[config.mk]
export PLATFORM = sky130hd
export DESIGN_NAME = round_robin_task_table_with_crc_jobs_top_flat
export DESIGN_NICKNAME = d
export VERILOG_FILES = /design/src/hdl/rrtt_pkg.sv /design/src/hdl/rrtt_stream_if.sv /design/src/hdl/rrtt_ram.sv /design/src/hdl/rrtt_ctrl.sv /design/src/hdl/rrtt_datapath.sv /design/src/hdl/round_robin_task_table_with_crc_jobs_top.sv /design/src/flat_wrapper.sv
export SDC_FILE = /design/constraint.sdc
export NUM_CORES = 1
export LEC_CHECK = 0
export CAP_MARGIN = 20
export CORE_MARGIN = 2
export CORE_UTILIZATION = 38
export DETAILED_ROUTE_END_ITERATION = 12
export DONT_BUFFER_PORTS = 1
export PLACE_DENSITY = 0.54
export SLEW_MARGIN = 0
export SYNTH_ARGS = -nofsm -noshare
export SYNTH_HDL_FRONTEND = slang
export SYNTH_SLANG_ARGS = --single-unit
[constraint.sdc]
create_clock -name clock -period 10.6 [get_ports clock]
set_input_delay 0.53 -clock clock [delete_from_list [all_inputs] [get_ports clock]]
set_output_delay 0.53 -clock clock [all_outputs]
set_load 0.02 [all_outputs]
[src/hdl/rrtt_pkg.sv]
// ----------------------------------------------------------------------------
// rrtt_pkg: shared types and constants for the round-robin task table
// Opcodes, CRC constants and the controller/datapath command and status types.
// ----------------------------------------------------------------------------
`default_nettype none

package rrtt_pkg;

   localparam logic [2:0] OP_SPAWN_CNT = 3'd0;
   localparam logic [2:0] OP_SPAWN_CRC = 3'd1;
   localparam logic [2:0] OP_LOAD      = 3'd2;
   localparam logic [2:0] OP_KILL      = 3'd3;
   localparam logic [2:0] OP_RUN       = 3'd4;
   localparam logic [2:0] OP_QUERY     = 3'd5;

   localparam logic [31:0] CRC_POLY  = 32'hEDB88320;
   localparam logic [31:0] CRC_INIT  = 32'hFFFFFFFF;
   localparam logic [30:0] PID_MAX   = 31'h7FFFFFFF;
   localparam logic [30:0] PID_FIRST = 31'd2;

   typedef struct packed {
      logic [2:0]  opcode;
      logic [12:0] length;
      logic [11:0] address;
      logic [7:0]  data_byte;
      logic [30:0] target_pid;
      logic [5:0]  index;
   } req_type;

   typedef struct packed {
      logic        status;
      logic [30:0] pid;
      logic        task_type;
      logic        task_state;
      logic [31:0] run_count;
      logic [12:0] bytes_done;
      logic [12:0] total_bytes;
      logic [31:0] crc_value;
      logic [6:0]  active_count;
   } rsp_type;

   // controller -> datapath
   typedef struct packed {
      logic latch;     // capture request word
      logic scan;      // step the scan index
      logic scan_clr;  // restart scan
      logic pid_step;  // advance pid candidate
      logic spawn;     // commit spawn
      logic load;      // write buffer
      logic kill;      // clear matched slot
      logic run_pick;  // select rr slot, bump runs
      logic crc_rd;    // issue buffer read
      logic crc_byte;  // fold read byte into CRC
      logic run_done;  // write back CRC
      logic query;     // report queried slot
      logic fail;      // report refusal
      logic rsp_load;  // drive output register
   } cmd_type;

   // datapath -> controller
   typedef struct packed {
      logic [2:0] opcode;
      logic       scan_last;
      logic       spawn_ok;
      logic       pid_clash;
      logic       load_ok;
      logic       kill_hit;
      logic       run_hit;
      logic       run_is_crc;
      logic       crc_more;
      logic       query_hit;
   } sts_type;

   function automatic logic [31:0] crc_byte(input logic [31:0] c, input logic [7:0] b);
      logic [31:0] r;
      r = c ^ {24'd0, b};
      for (int k = 0; k < 8; k++) r = (r >> 1) ^ (CRC_POLY & {32{r[0]}});
      return r;
   endfunction

endpackage

`default_nettype wire

[src/hdl/rrtt_stream_if.sv]
// ----------------------------------------------------------------------------
// rrtt_stream_if: valid/ready channel
// Carries one word of payload type T per handshake.
// ----------------------------------------------------------------------------
`default_nettype none

interface rrtt_stream_if #(parameter type T = logic) ();
   logic valid;
   logic ready;
   T     data;
   modport source (output valid, output data, input ready);
   modport sink   (input valid, input data, output ready);
endinterface

`default_nettype wire

[src/hdl/rrtt_ram.sv]
// ----------------------------------------------------------------------------
// rrtt_ram: generic single-port RAM
// One write or read per cycle, registered read data.
// ----------------------------------------------------------------------------
`default_nettype none

module rrtt_ram #(
   parameter int WIDTH = 8,
   parameter int DEPTH = 4096
) (
   input  wire logic                                       clock,
   input  wire logic                                       we,
   input  wire logic [((DEPTH > 1) ? $clog2(DEPTH) : 1)-1:0] addr,
   input  wire logic [WIDTH-1:0]                           wdata,
   output logic      [WIDTH-1:0]                           rdata_ff
);
   logic [WIDTH-1:0] mem [DEPTH];

   always_ff @(posedge clock) begin
      if (we) mem[addr] <= wdata;
      rdata_ff <= mem[addr];
   end
endmodule

`default_nettype wire

[src/hdl/rrtt_ctrl.sv]
// ----------------------------------------------------------------------------
// rrtt_ctrl: sequencer for the task table
// Walks each request word through decode and, as its opcode needs, pid search, slot scan and CRC phases, then response.
// ----------------------------------------------------------------------------
`default_nettype none

module rrtt_ctrl (
   input  wire logic              clock,
   input  wire logic              reset,
   input  wire logic              req_valid,
   output logic                   req_ready,
   output logic                   rsp_valid,
   input  wire logic              rsp_ready,
   input  wire rrtt_pkg::sts_type sts,
   output rrtt_pkg::cmd_type      cmd
);
   localparam logic [2:0] S_IDLE  = 3'd0;
   localparam logic [2:0] S_DEC   = 3'd1;
   localparam logic [2:0] S_PID   = 3'd2;
   localparam logic [2:0] S_RSCAN = 3'd3;
   localparam logic [2:0] S_CRC   = 3'd4;
   localparam logic [2:0] S_CRCW  = 3'd5;
   localparam logic [2:0] S_OUT   = 3'd6;

   logic [2:0] state_ff, state_in;
   logic       rsp_valid_ff, rsp_valid_in;

   assign req_ready = (state_ff == S_IDLE) && !rsp_valid_ff;
   assign rsp_valid = rsp_valid_ff;

   always_comb begin
      state_in     = state_ff;
      rsp_valid_in = rsp_valid_ff && !rsp_ready;
      cmd          = '0;
      unique case (state_ff)
         S_IDLE: begin
            if (req_valid && req_ready) begin
               cmd.latch = 1'b1;
               state_in  = S_DEC;
            end
         end
         S_DEC: begin
            unique case (sts.opcode)
               rrtt_pkg::OP_SPAWN_CNT, rrtt_pkg::OP_SPAWN_CRC: begin
                  if (sts.spawn_ok) begin
                     cmd.scan_clr = 1'b1;
                     state_in     = S_PID;
                  end else begin
                     cmd.fail = 1'b1;
                     state_in = S_OUT;
                  end
               end
               rrtt_pkg::OP_LOAD: begin
                  if (sts.load_ok) cmd.load = 1'b1;
                  else cmd.fail = 1'b1;
                  state_in = S_OUT;
               end
               rrtt_pkg::OP_KILL: begin
                  if (sts.kill_hit) cmd.kill = 1'b1;
                  else cmd.fail = 1'b1;
                  state_in = S_OUT;
               end
               rrtt_pkg::OP_RUN: begin
                  cmd.scan_clr = 1'b1;
                  state_in     = S_RSCAN;
               end
               rrtt_pkg::OP_QUERY: begin
                  if (sts.query_hit) cmd.query = 1'b1;
                  else cmd.fail = 1'b1;
                  state_in = S_OUT;
               end
               default: begin
                  cmd.fail = 1'b1;
                  state_in = S_OUT;
               end
            endcase
         end
         S_PID: begin
            // one candidate per cycle, checked against all active slots
            if (sts.pid_clash) cmd.pid_step = 1'b1;
            else begin
               cmd.spawn = 1'b1;
               state_in  = S_OUT;
            end
         end
         S_RSCAN: begin
            // one slot per cycle from the round-robin pointer
            if (sts.run_hit) begin
               cmd.run_pick = 1'b1;
               if (sts.run_is_crc) state_in = S_CRC;
               else state_in = S_OUT;
            end else if (sts.scan_last) begin
               cmd.fail = 1'b1;
               state_in = S_OUT;
            end else cmd.scan = 1'b1;
         end
         S_CRC: begin
            if (sts.crc_more) begin
               cmd.crc_rd = 1'b1;
               state_in   = S_CRCW;
            end else begin
               cmd.run_done = 1'b1;
               state_in     = S_OUT;
            end
         end
         S_CRCW: begin
            cmd.crc_byte = 1'b1;
            state_in     = S_CRC;
         end
         S_OUT: begin
            cmd.rsp_load = 1'b1;
            rsp_valid_in = 1'b1;
            state_in     = S_IDLE;
         end
         default: state_in = S_IDLE;
      endcase
   end

   always_ff @(posedge clock) begin
      if (reset) begin
         state_ff     <= S_IDLE;
         rsp_valid_ff <= 1'b0;
      end else begin
         state_ff     <= state_in;
         rsp_valid_ff <= rsp_valid_in;
      end
   end
endmodule

`default_nettype wire

[src/hdl/rrtt_datapath.sv]
// ----------------------------------------------------------------------------
// rrtt_datapath: slot table, pid counter, byte buffer and CRC unit
// Acts on controller commands and reports status flags back.
// ----------------------------------------------------------------------------
`default_nettype none

module rrtt_datapath #(
   parameter int MAX_TASKS    = 8,
   parameter int BUFFER_BYTES = 4096,
   parameter int CHUNK_BYTES  = 64
) (
   input  wire logic              clock,
   input  wire logic              reset,
   input  wire rrtt_pkg::req_type req_word,
   input  wire rrtt_pkg::cmd_type cmd,
   output rrtt_pkg::sts_type      sts,
   output rrtt_pkg::rsp_type      rsp_word
);
   localparam int SW = (MAX_TASKS > 1) ? $clog2(MAX_TASKS) : 1;
   localparam int AW = (BUFFER_BYTES > 1) ? $clog2(BUFFER_BYTES) : 1;
   localparam int CW = $clog2(CHUNK_BYTES + 1);
   localparam logic [SW-1:0] LAST_SLOT = SW'(MAX_TASKS - 1);

   rrtt_pkg::req_type r_ff;
   rrtt_pkg::rsp_type rsp_ff, rsp_in;

   logic [MAX_TASKS-1:0] act_ff, kind_ff, phase_ff;
   logic [30:0] pid_ff   [MAX_TASKS];
   logic [31:0] runs_ff  [MAX_TASKS];
   logic [12:0] prog_ff  [MAX_TASKS];
   logic [12:0] total_ff [MAX_TASKS];
   logic [31:0] crcs_ff  [MAX_TASKS];
   logic [30:0] pidc_ff;
   logic [SW-1:0] rr_ff, scan_ff, sel_ff;
   logic [31:0] crc_ff;
   logic [12:0] prog_w_ff;
   logic [CW-1:0] chunk_ff;
   logic        fail_ff;
   logic [30:0] spawn_pid_ff;

   logic [SW-1:0] free_idx, kill_idx, q_idx;
   logic free_ok, kill_ok, q_ok, pend;
   logic [6:0] nact;
   logic [30:0] cand;
   logic clash;
   logic [7:0] rd_byte;

   always_comb begin
      free_ok = 1'b0; free_idx = '0; kill_ok = 1'b0; kill_idx = '0;
      q_ok = 1'b0; q_idx = '0; pend = 1'b0; nact = '0; clash = 1'b0;
      cand = (pidc_ff < rrtt_pkg::PID_FIRST) ? rrtt_pkg::PID_FIRST : pidc_ff;
      for (int i = 0; i < MAX_TASKS; i++) begin
         if (!act_ff[i] && !free_ok) begin
            free_ok = 1'b1; free_idx = SW'(i);
         end
         if (act_ff[i] && pid_ff[i] == r_ff.target_pid && !kill_ok) begin
            kill_ok = 1'b1; kill_idx = SW'(i);
         end
         if (act_ff[i] && nact == {1'b0, r_ff.index} && !q_ok) begin
            q_ok = 1'b1; q_idx = SW'(i);
         end
         if (act_ff[i] && kind_ff[i] && !phase_ff[i]) pend = 1'b1;
         if (act_ff[i] && pid_ff[i] == cand) clash = 1'b1;
         nact = nact + {6'd0, act_ff[i]};
      end
   end

   // job length never exceeds the buffer, so the progress is a direct address
   logic [AW-1:0] ram_addr;
   assign ram_addr = cmd.load ? AW'(r_ff.address) : AW'(prog_w_ff);

   rrtt_ram #(.WIDTH(8), .DEPTH(BUFFER_BYTES)) u_buf (
      .clock    (clock),
      .we       (cmd.load),
      .addr     (ram_addr),
      .wdata    (r_ff.data_byte),
      .rdata_ff (rd_byte)
   );

   logic [SW-1:0] cur;
   assign cur = scan_ff;

   always_comb begin
      sts.opcode     = r_ff.opcode;
      sts.scan_last  = (sel_ff == LAST_SLOT);
      sts.spawn_ok   = free_ok && !(r_ff.opcode == rrtt_pkg::OP_SPAWN_CRC &&
                       (pend || {19'd0, r_ff.length} > 32'(BUFFER_BYTES)));
      sts.pid_clash  = clash;
      sts.load_ok    = !pend && ({20'd0, r_ff.address} < 32'(BUFFER_BYTES));
      sts.kill_hit   = kill_ok && r_ff.target_pid >= rrtt_pkg::PID_FIRST;
      sts.run_hit    = act_ff[cur] && !phase_ff[cur];
      sts.run_is_crc = kind_ff[cur];
      sts.crc_more   = (chunk_ff != CW'(CHUNK_BYTES)) && (prog_w_ff < total_ff[cur]);
      sts.query_hit  = q_ok;
   end

   function automatic rrtt_pkg::rsp_type report(input logic [30:0] p, input logic k,
         input logic ph, input logic [31:0] rc, input logic [12:0] bd,
         input logic [12:0] tb, input logic [31:0] c);
      rrtt_pkg::rsp_type o;
      o = '0;
      o.pid = p; o.task_type = k; o.task_state = ph; o.run_count = rc;
      o.bytes_done = bd; o.total_bytes = tb; o.crc_value = ph ? c : 32'd0;
      return o;
   endfunction

   logic [31:0] fin_crc;
   logic        fin_done;
   assign fin_done = prog_w_ff >= total_ff[cur];
   assign fin_crc  = fin_done ? ~crc_ff : crc_ff;

   always_ff @(posedge clock) begin
      if (cmd.latch) r_ff <= req_word;
      if (cmd.rsp_load) rsp_ff <= rsp_in;
      if (reset) begin
         act_ff <= '0; kind_ff <= '0; phase_ff <= '1; fail_ff <= 1'b0;
         pidc_ff <= rrtt_pkg::PID_FIRST; rr_ff <= '0; scan_ff <= '0; sel_ff <= '0;
         for (int i = 0; i < MAX_TASKS; i++) begin
            pid_ff[i] <= '0; runs_ff[i] <= '0; prog_ff[i] <= '0;
            total_ff[i] <= '0; crcs_ff[i] <= '0;
         end
      end else begin
         if (cmd.latch) fail_ff <= 1'b0;
         if (cmd.fail) fail_ff <= 1'b1;
         if (cmd.scan_clr) begin
            scan_ff <= rr_ff;
            sel_ff  <= '0;
         end
         if (cmd.scan) begin
            scan_ff <= (scan_ff == LAST_SLOT) ? '0 : scan_ff + 1'b1;
            sel_ff  <= sel_ff + 1'b1;
         end
         if (cmd.pid_step) pidc_ff <= (cand + 31'd1) & rrtt_pkg::PID_MAX;
         if (cmd.spawn) begin
            pidc_ff <= (cand + 31'd1) & rrtt_pkg::PID_MAX;
            act_ff[free_idx]   <= 1'b1;
            pid_ff[free_idx]   <= cand;
            kind_ff[free_idx]  <= r_ff.opcode[0];
            phase_ff[free_idx] <= 1'b0;
            runs_ff[free_idx]  <= '0;
            prog_ff[free_idx]  <= '0;
            total_ff[free_idx] <= r_ff.opcode[0] ? r_ff.length : 13'd0;
            crcs_ff[free_idx]  <= rrtt_pkg::CRC_INIT;
         end
         if (cmd.kill) begin
            act_ff[kill_idx] <= 1'b0; pid_ff[kill_idx] <= '0; runs_ff[kill_idx] <= '0;
            prog_ff[kill_idx] <= '0; total_ff[kill_idx] <= '0; crcs_ff[kill_idx] <= '0;
         end
         if (cmd.fail && r_ff.opcode == rrtt_pkg::OP_RUN) scan_ff <= rr_ff;
         if (cmd.run_pick) begin
            rr_ff <= (cur == LAST_SLOT) ? '0 : cur + 1'b1;
            runs_ff[cur] <= runs_ff[cur] + 32'd1;
            crc_ff    <= crcs_ff[cur];
            prog_w_ff <= prog_ff[cur];
            chunk_ff  <= '0;
         end
         if (cmd.crc_byte) begin
            crc_ff    <= rrtt_pkg::crc_byte(crc_ff, rd_byte);
            prog_w_ff <= prog_w_ff + 13'd1;
            chunk_ff  <= chunk_ff + 1'b1;
         end
         if (cmd.run_done) begin
            crcs_ff[cur] <= fin_crc;
            prog_ff[cur] <= prog_w_ff;
            if (fin_done) phase_ff[cur] <= 1'b1;
         end
      end
   end

   // spawn pid is captured at commit
   always_ff @(posedge clock) if (cmd.spawn) spawn_pid_ff <= cand;

   always_comb begin
      rsp_in = '0;
      if (fail_ff)
         rsp_in.status = 1'b1;
      else if (r_ff.opcode == rrtt_pkg::OP_QUERY)
         rsp_in = report(pid_ff[q_idx], kind_ff[q_idx], phase_ff[q_idx], runs_ff[q_idx],
                         prog_ff[q_idx], total_ff[q_idx], crcs_ff[q_idx]);
      else if (r_ff.opcode == rrtt_pkg::OP_RUN)
         rsp_in = report(pid_ff[cur], kind_ff[cur], phase_ff[cur], runs_ff[cur],
                         prog_ff[cur], total_ff[cur], crcs_ff[cur]);
      else if (r_ff.opcode == rrtt_pkg::OP_SPAWN_CNT || r_ff.opcode == rrtt_pkg::OP_SPAWN_CRC)
         rsp_in.pid = spawn_pid_ff;
   end

   always_comb begin
      rsp_word = rsp_ff;
      rsp_word.active_count = nact;
   end
endmodule

`default_nettype wire

[src/hdl/round_robin_task_table_with_crc_jobs_top.sv]
// ----------------------------------------------------------------------------
// round_robin_task_table_with_crc_jobs_top: task table with CRC-32 jobs
// Controller plus slot/buffer datapath behind valid/ready channels.
// ----------------------------------------------------------------------------
// One word at a time. A spawn steps its pid candidate past every identifier
// already held by an active slot. A run scans one slot per cycle from the
// round-robin pointer (up to MAX_TASKS slots), and a checksum run then reads
// its bytes one at a time through the single-port buffer RAM, up to
// CHUNK_BYTES bytes per run. A new word is taken once the previous response
// has left.
`default_nettype none

module round_robin_task_table_with_crc_jobs_top #(
   parameter int MAX_TASKS    = 8,
   parameter int BUFFER_BYTES = 4096,
   parameter int CHUNK_BYTES  = 64
) (
   input wire logic clock,
   input wire logic reset,
   rrtt_stream_if.sink   req,
   rrtt_stream_if.source rsp
);
   rrtt_pkg::cmd_type cmd;
   rrtt_pkg::sts_type sts;

   rrtt_ctrl u_ctrl (
      .clock     (clock),
      .reset     (reset),
      .req_valid (req.valid),
      .req_ready (req.ready),
      .rsp_valid (rsp.valid),
      .rsp_ready (rsp.ready),
      .sts       (sts),
      .cmd       (cmd)
   );

   rrtt_datapath #(
      .MAX_TASKS    (MAX_TASKS),
      .BUFFER_BYTES (BUFFER_BYTES),
      .CHUNK_BYTES  (CHUNK_BYTES)
   ) u_dp (
      .clock    (clock),
      .reset    (reset),
      .req_word (req.data),
      .cmd      (cmd),
      .sts      (sts),
      .rsp_word (rsp.data)
   );
endmodule

`default_nettype wire
[src/flat_wrapper.sv]
// flat-port wrapper written by rule: the top's interface ports become plain ports
module round_robin_task_table_with_crc_jobs_top_flat 
#(
   parameter int MAX_TASKS    = 8,
   parameter int BUFFER_BYTES = 4096,
   parameter int CHUNK_BYTES  = 64
)
  (clock, reset, req_valid, req_data, req_ready, rsp_valid, rsp_data, rsp_ready);
  rrtt_stream_if req_i ();
  rrtt_stream_if rsp_i ();
  input wire logic clock;
  input wire logic reset;
  input wire logic [$bits(req_i.valid)-1:0] req_valid;
  input wire logic [$bits(req_i.data)-1:0] req_data;
  output wire logic [$bits(req_i.ready)-1:0] req_ready;
  output wire logic [$bits(rsp_i.valid)-1:0] rsp_valid;
  output wire logic [$bits(rsp_i.data)-1:0] rsp_data;
  input wire logic [$bits(rsp_i.ready)-1:0] rsp_ready;
  assign req_i.valid = req_valid;
  assign req_i.data = req_data;
  assign req_ready = req_i.ready;
  assign rsp_valid = rsp_i.valid;
  assign rsp_data = rsp_i.data;
  assign rsp_i.ready = rsp_ready;
  round_robin_task_table_with_crc_jobs_top #(.MAX_TASKS(MAX_TASKS), .BUFFER_BYTES(BUFFER_BYTES), .CHUNK_BYTES(CHUNK_BYTES)) u_core (.clock(clock), .reset(reset), .req(req_i), .rsp(rsp_i));
endmodule
======== Word-level counts from Yosys, hierarchy flattened ========
Memory sizes are Yosys's and may differ from the RTL's. A register that Yosys moved wholly into a read port is not among the register bits.
Cells that the tools add are included.
storage, ports and cells
  logic and storage cells ................. 199
  register bits after elaboration ......... 88
  output and inout port bits .............. 3
  memories ................................ 2
  input bits .............................. 5
  memory bits (writable) .................. 352
memory list
  memory               words  width  read ports  clocked after memory_dff  write ports  line                 text
  u_core.u_dp.pid_ff   8      31     8           0                         8            rrtt_datapath.sv:28  logic [30:0] pid_ff [MAX_TASKS];
  u_core.u_dp.prog_ff  8      13     1           1                         8            rrtt_datapath.sv:30  logic [12:0] prog_ff [MAX_TASKS];
cells by class
  order comparisons ....................... 7
  eq/ne operators ......................... 20
  reductions and logical operators ........ 49
  bitwise logic cells ..................... 6
  add/subtract/negate cells ............... 12
  multiplexer cells ....................... 92
operators with widths
  cell                                                          number
  == test 31 bit                                                8
  2-to-1 mux 31 bit                                             4
  2-to-1 mux 3 bit                                              19
  2-to-1 mux 13 bit                                             4
  2-to-1 mux 8 bit                                              6
  2-to-1 mux 1 bit                                              46
  adder 31 x 1 -> 31 bit (second input constant)                1
  less-than comparator 31 x 2 -> 1 bit (second input constant)  1
  OR reduction 31 bit                                           1
  OR reduction 13 bit                                           2
  logical AND 1 bit                                             22
  one-hot mux 3 bit (6 select lines)                            1
  AND 8 bit                                                     2
  zero test 1 bit                                               16
  OR 8 bit                                                      2
  == test 3 bit (second input constant)                         5
  2-to-1 mux 7 bit                                              2
  adder 13 x 1 -> 13 bit (second input constant)                1
  >= comparator 13 bit (second input constant)                  1
  less-than comparator 13 bit (second input constant)           1
  2-to-1 mux 2 bit                                              5
  binary-select mux 1 bit (select 3 bit)                        3
  less-than comparator 3 x 4 -> 1 bit (second input constant)   2
  NOT 8 bit                                                     1
  17 further kinds                                              30

======== Longest topological paths before layout ========
  depth in word-level cells ............... 32
  gate-level depth with buffers ........... 15
  mapped depth without buffers ............ 12

======== Worst setup path before layout ========
No wires, ideal clock.
  path type ............................... register -> register
  start ................................... reg u_core.u_dp.pidc_ff[17]
  end ..................................... mem u_core.u_dp.pid_ff[0][0], enable pin
  cell stages (with the launch flop) ...... 12
  required time ........................... 10.131 ns
  buffers on the path ..................... 4
  library setup time ...................... 0.469 ns
  setup slack ............................. 5.436 ns
  data arrival time ....................... 4.695 ns
  clock period less this slack ............ 5.164 ns
  cell sequence ........................... dfxtp_1 clkbuf_1 nor2_1 and4_1 buf_4 a21oi_2 buf_6 xnor2_1 o22ai_1 or4_4 buf_6 o31ai_1
RTL lines
  what                    line                  text
  from (decl)             rrtt_datapath.sv:33   logic [30:0] pidc_ff;
  from (signal assigned)  rrtt_datapath.sv:133  if (cmd.pid_step) pidc_ff <= (cand + 31'd1) & rrtt_pkg::PID_MAX;
  from (signal assigned)  rrtt_datapath.sv:135  pidc_ff <= (cand + 31'd1) & rrtt_pkg::PID_MAX;
  to (decl)               rrtt_datapath.sv:28

==> metrics.csv <==
stage;metric;value;unit
status;outcome;finished, final reports clean;
synth;avgSynthCellArea;11.2;µm²
hold_path;min_to;u_core.u_ctrl.state_ff[0];
synth;ys_ff_latch;316;
critical_path;critPathArrivalTime;4970;ps
route;totalWireLength;40400;µm
critical_path;cp-end-kind;flop;
pwr;power.total;2.90;mW
timing;tightest_slew;1120;ps
clock_network;cts.path.max_buffers;3;
finish;multi_input_area;0.00609;mm²
critical_path;cp_data_required_time;10810;ps
pwr;leakagePower;5.49;nW
synth;ys_top_cells_by_area;edfxtp_1 (48%), xnor2_1 (12%), dfxtp_1 (8.8%), nor2_1 (4.8%), and2_1 (3.9%);
route;routed_via_density;5.17;
timing;slew_headroom;25.6;%
finish;drive_gt1_share;9.03;%
grt;grt_max_degree;53;
clock_network;cts.repair.resized;0;
place;portBuffers;0;
place;dp_hpwl;25700;µm
clock_network;post_cts_buffers;0;
synth;syn_nets;1386;
finish;syn_to_final_growth;10.8;%
timing;fin_setup_tns;0;ps
synth;synth_cells;1374;
floorplan;initial_core_util;38.6;%
critical_path;crit_path_start_kind;flop;
route;first_iter_violations;831;
pwr;peakVddDrop;102;µV
timing;hold_viol;0;
grt;grt_pass1_vias;9599;
timing;min_period_over_period;45.0;%
timing;finalClockSkew;23.5;ps
floorplan;die_width;205;µm
timing;drv_slew;0;
critical_path;reg2reg_from;u_core.u_dp.pidc_ff[8];
grt;grt_remaining_overflow;0;
critical_path;r2r_end;u_core.u_dp.pid_ff[1][5];
floorplan;die_y;205;µm
clock_network;cts.htree.levels;2;
place;gp_congestion;0.800;
synth;synth.most_common_cell;edfxtp_1;
synth;synth_edf_count;248;
route;drtAntennaViolNets;0;
synth;synthFlopType;edfxtp_1;
clock_network;cts_made_buffers;37;
clock_network;holdBufCountCts;0;
clock_network;cts_tree;built;
clock_network;worstSkewPairLatency;530;ps
floorplan;num_io_pins;8;
synth;synth_top_area_share;48.3;%
route;vias;9806;
run;cap_violations;0;
critical_path;critPathKind;flop to flop;
synth;netlist_top_cells_count;edfxtp_1 (248), xnor2_1 (219), nor2_1 (198), and2_1 (97), dfxtp_1 (68);
synth;synth_warnings;0;
finish;fillers;3790;
synth;synth_top_area_cell;edfxtp_1;
finish;n_antenna_cell;0;
finish;nets;1358;
route;first_pass_iters;6;
floorplan;core;0.0399;mm²
finish;seqCellArea;0.00881;mm²
grt;antenna_found_initial;0;
grt;grt_pass1_wl;61900;µm
hold_path;hold_path_class;primary input to flop;
synth;netlist_area;0.0154;mm²
pwr;power_per_cell_area;170;mW/mm²
critical_path;ff2ff_setup_slack;5840;ps
clock_network;clk_pin_slew;60;ps
timing;rsz0062_at_grt;false;
critical_path;worst-path-max-fanout;17;
timing;setup_viol;0;
hold_path;worstHoldStart;reset;
synth;yosysSeqAreaShare;57.1;%
floorplan;die_area;0.0422;mm²
route;post-route-drc-count;0;
timing;period_minus_slack;4760;ps
clock_network;clock_sinks;316;
floorplan;rows;73;
clock_network;cts_root_buffer;clkbuf_16;
timing;max_freq;210;MHz
hold_path;min_delay_path_depth;1;
synth;synthArstFlopShare;0;%
synth;synth_cell_types;61;
critical_path;reg2regPathDepth;8;
route;wl_per_cell;21.3;µm
grt;grtUsageTotal;19.7;%
[state kept, by name, indices dropped and copies added (netlist names)]
register                 count
u_core.u_dp.phase_ff         8
u_core.u_dp.kind_ff          8
u_core.u_ctrl.state_ff       3
u_core.u_dp.pidc_ff         31
u_core.u_dp.rr_ff            3
u_core.u_dp.pid_ff         248
u_core.u_dp.sel_ff           3
u_core.u_ctrl.rsp_valid      1
u_core.u_dp.act_ff           8
u_core.u_dp.cur              3
[kinds of logic (layout without fill, tap and decap cells)]
family	count (synthesis)	count (layout)	share of synthesized area, %
mux	15	15	1.47
buf+inv	134	133	3.86
flops	316	316	57.1
xor+xnor	263	263	14.9
compound gates	79	79	3.59
simple gates	560	560	18.5
fa+ha+maj	7	7	0.568
[through the flow]
step | worst slack, ps | cells | util [%] | cell area [µm²] | hold slack, ps
after floorplan | 5440 | 1374 | - | 15400 | 405
after global placement | 5870 | 1832 | 40.0 | 16000 | 417
after detailed placement | 5840 | 1832 | 40.0 | 16000 | 420
after CTS | 5840 | 1898 | 42.8 | 17100 | 40.4
after global routing | 5610 | 1898 | 42.8 | 17100 | 43.7
final | 5840 | 1898 | 42.8 | 17100 | 62.4
[where the power goes]
group | switching, mW | internal (mW)
sequential | 0.0417 | 1.40
combinational | 0.174 | 0.0865
clock | 0.498 | 0.703
total | 0.714 | 2.19
[cell usage in the layout, fill, tap and decap left out, types with 3 or more instances in the layout]
| cell type | n |
|---|---|
| a211o_1 | 3 |
| a211oi_1 | 3 |
| a21o_1 | 3 |
| a21oi_1 | 14 |
| a2bb2oi_1 | 3 |
| and2_1 | 97 |
| and3_1 | 10 |
| buf_4 | 43 |
| clkbuf_1 | 20 |
| clkbuf_16 | 37 |
| clkbuf_8 | 4 |
| dfxtp_1 | 68 |
| edfxtp_1 | 248 |
| ha_1 | 7 |
| inv_1 | 22 |
| mux2i_1 | 8 |
| mux4_2 | 6 |
| nand2_1 | 67 |
| nand2b_1 | 7 |
| nand3_1 | 28 |
| nand4_1 | 59 |
| nor2_1 | 197 |
| nor2b_1 | 3 |
| nor3_1 | 35 |
| nor3_2 | 3 |
| nor4_1 | 24 |
| nor4_2 | 7 |
| o2111ai_1 | 7 |
| o21ai_0 | 12 |
| o22ai_1 | 6 |
| o2bb2ai_1 | 3 |
| o31ai_4 | 4 |
| o32ai_1 | 3 |
| or2_2 | 5 |
| or3_1 | 6 |
| xnor2_1 | 219 |
| xor2_1 | 44 |
[worst max-delay path: stages (launching register included)]
cell and delay (ps):
dfxtp_1 1060, nor4_2 110, and4_1 410, a21oi_2 640, xnor2_1 190, o22ai_1 140
or4_4 590, o31ai_4 870, buf_4 400
[worst max-delay path by stage]
stage | start | slack, ps | to
after global placement | u_core.u_dp.pidc_ff[8] | 5870 | u_core.u_dp.pid_ff[1][19]
after detailed placement | u_core.u_dp.pidc_ff[8] | 5840 | u_core.u_dp.pid_ff[1][8]
after global routing | u_core.u_dp.pidc_ff[8] | 5610 | u_core.u_dp.pid_ff[1][27]
after CTS | u_core.u_dp.pidc_ff[8] | 5840 | u_core.u_dp.pid_ff[1][14]
final | u_core.u_dp.pidc_ff[8] | 5840 | u_core.u_dp.pid_ff[1][5]
after floorplan | u_core.u_dp.pidc_ff[17] | 5440 | u_core.u_dp.pid_ff[0][0]
[cell type report]
type                    count  area share (%)
flip-flops and latches    316            51.6
multi-input cells         924            35.7
clock buffers              61            6.18
well taps                 525            3.84
repair buffers             43            1.89
inverters                  24           0.527
clock inverters             5           0.337
[metal layers]
layer  up-vias  wire length (µm)  GRT usage [%]
met4         0               893           5.27
met5         -                 0              0
met3        55              1650           2.55
met2       194             19200           32.4
met1      4856             18600           27.5
li1       4701                 -              -
Note: power is estimated with default switching activity, not from simulation.
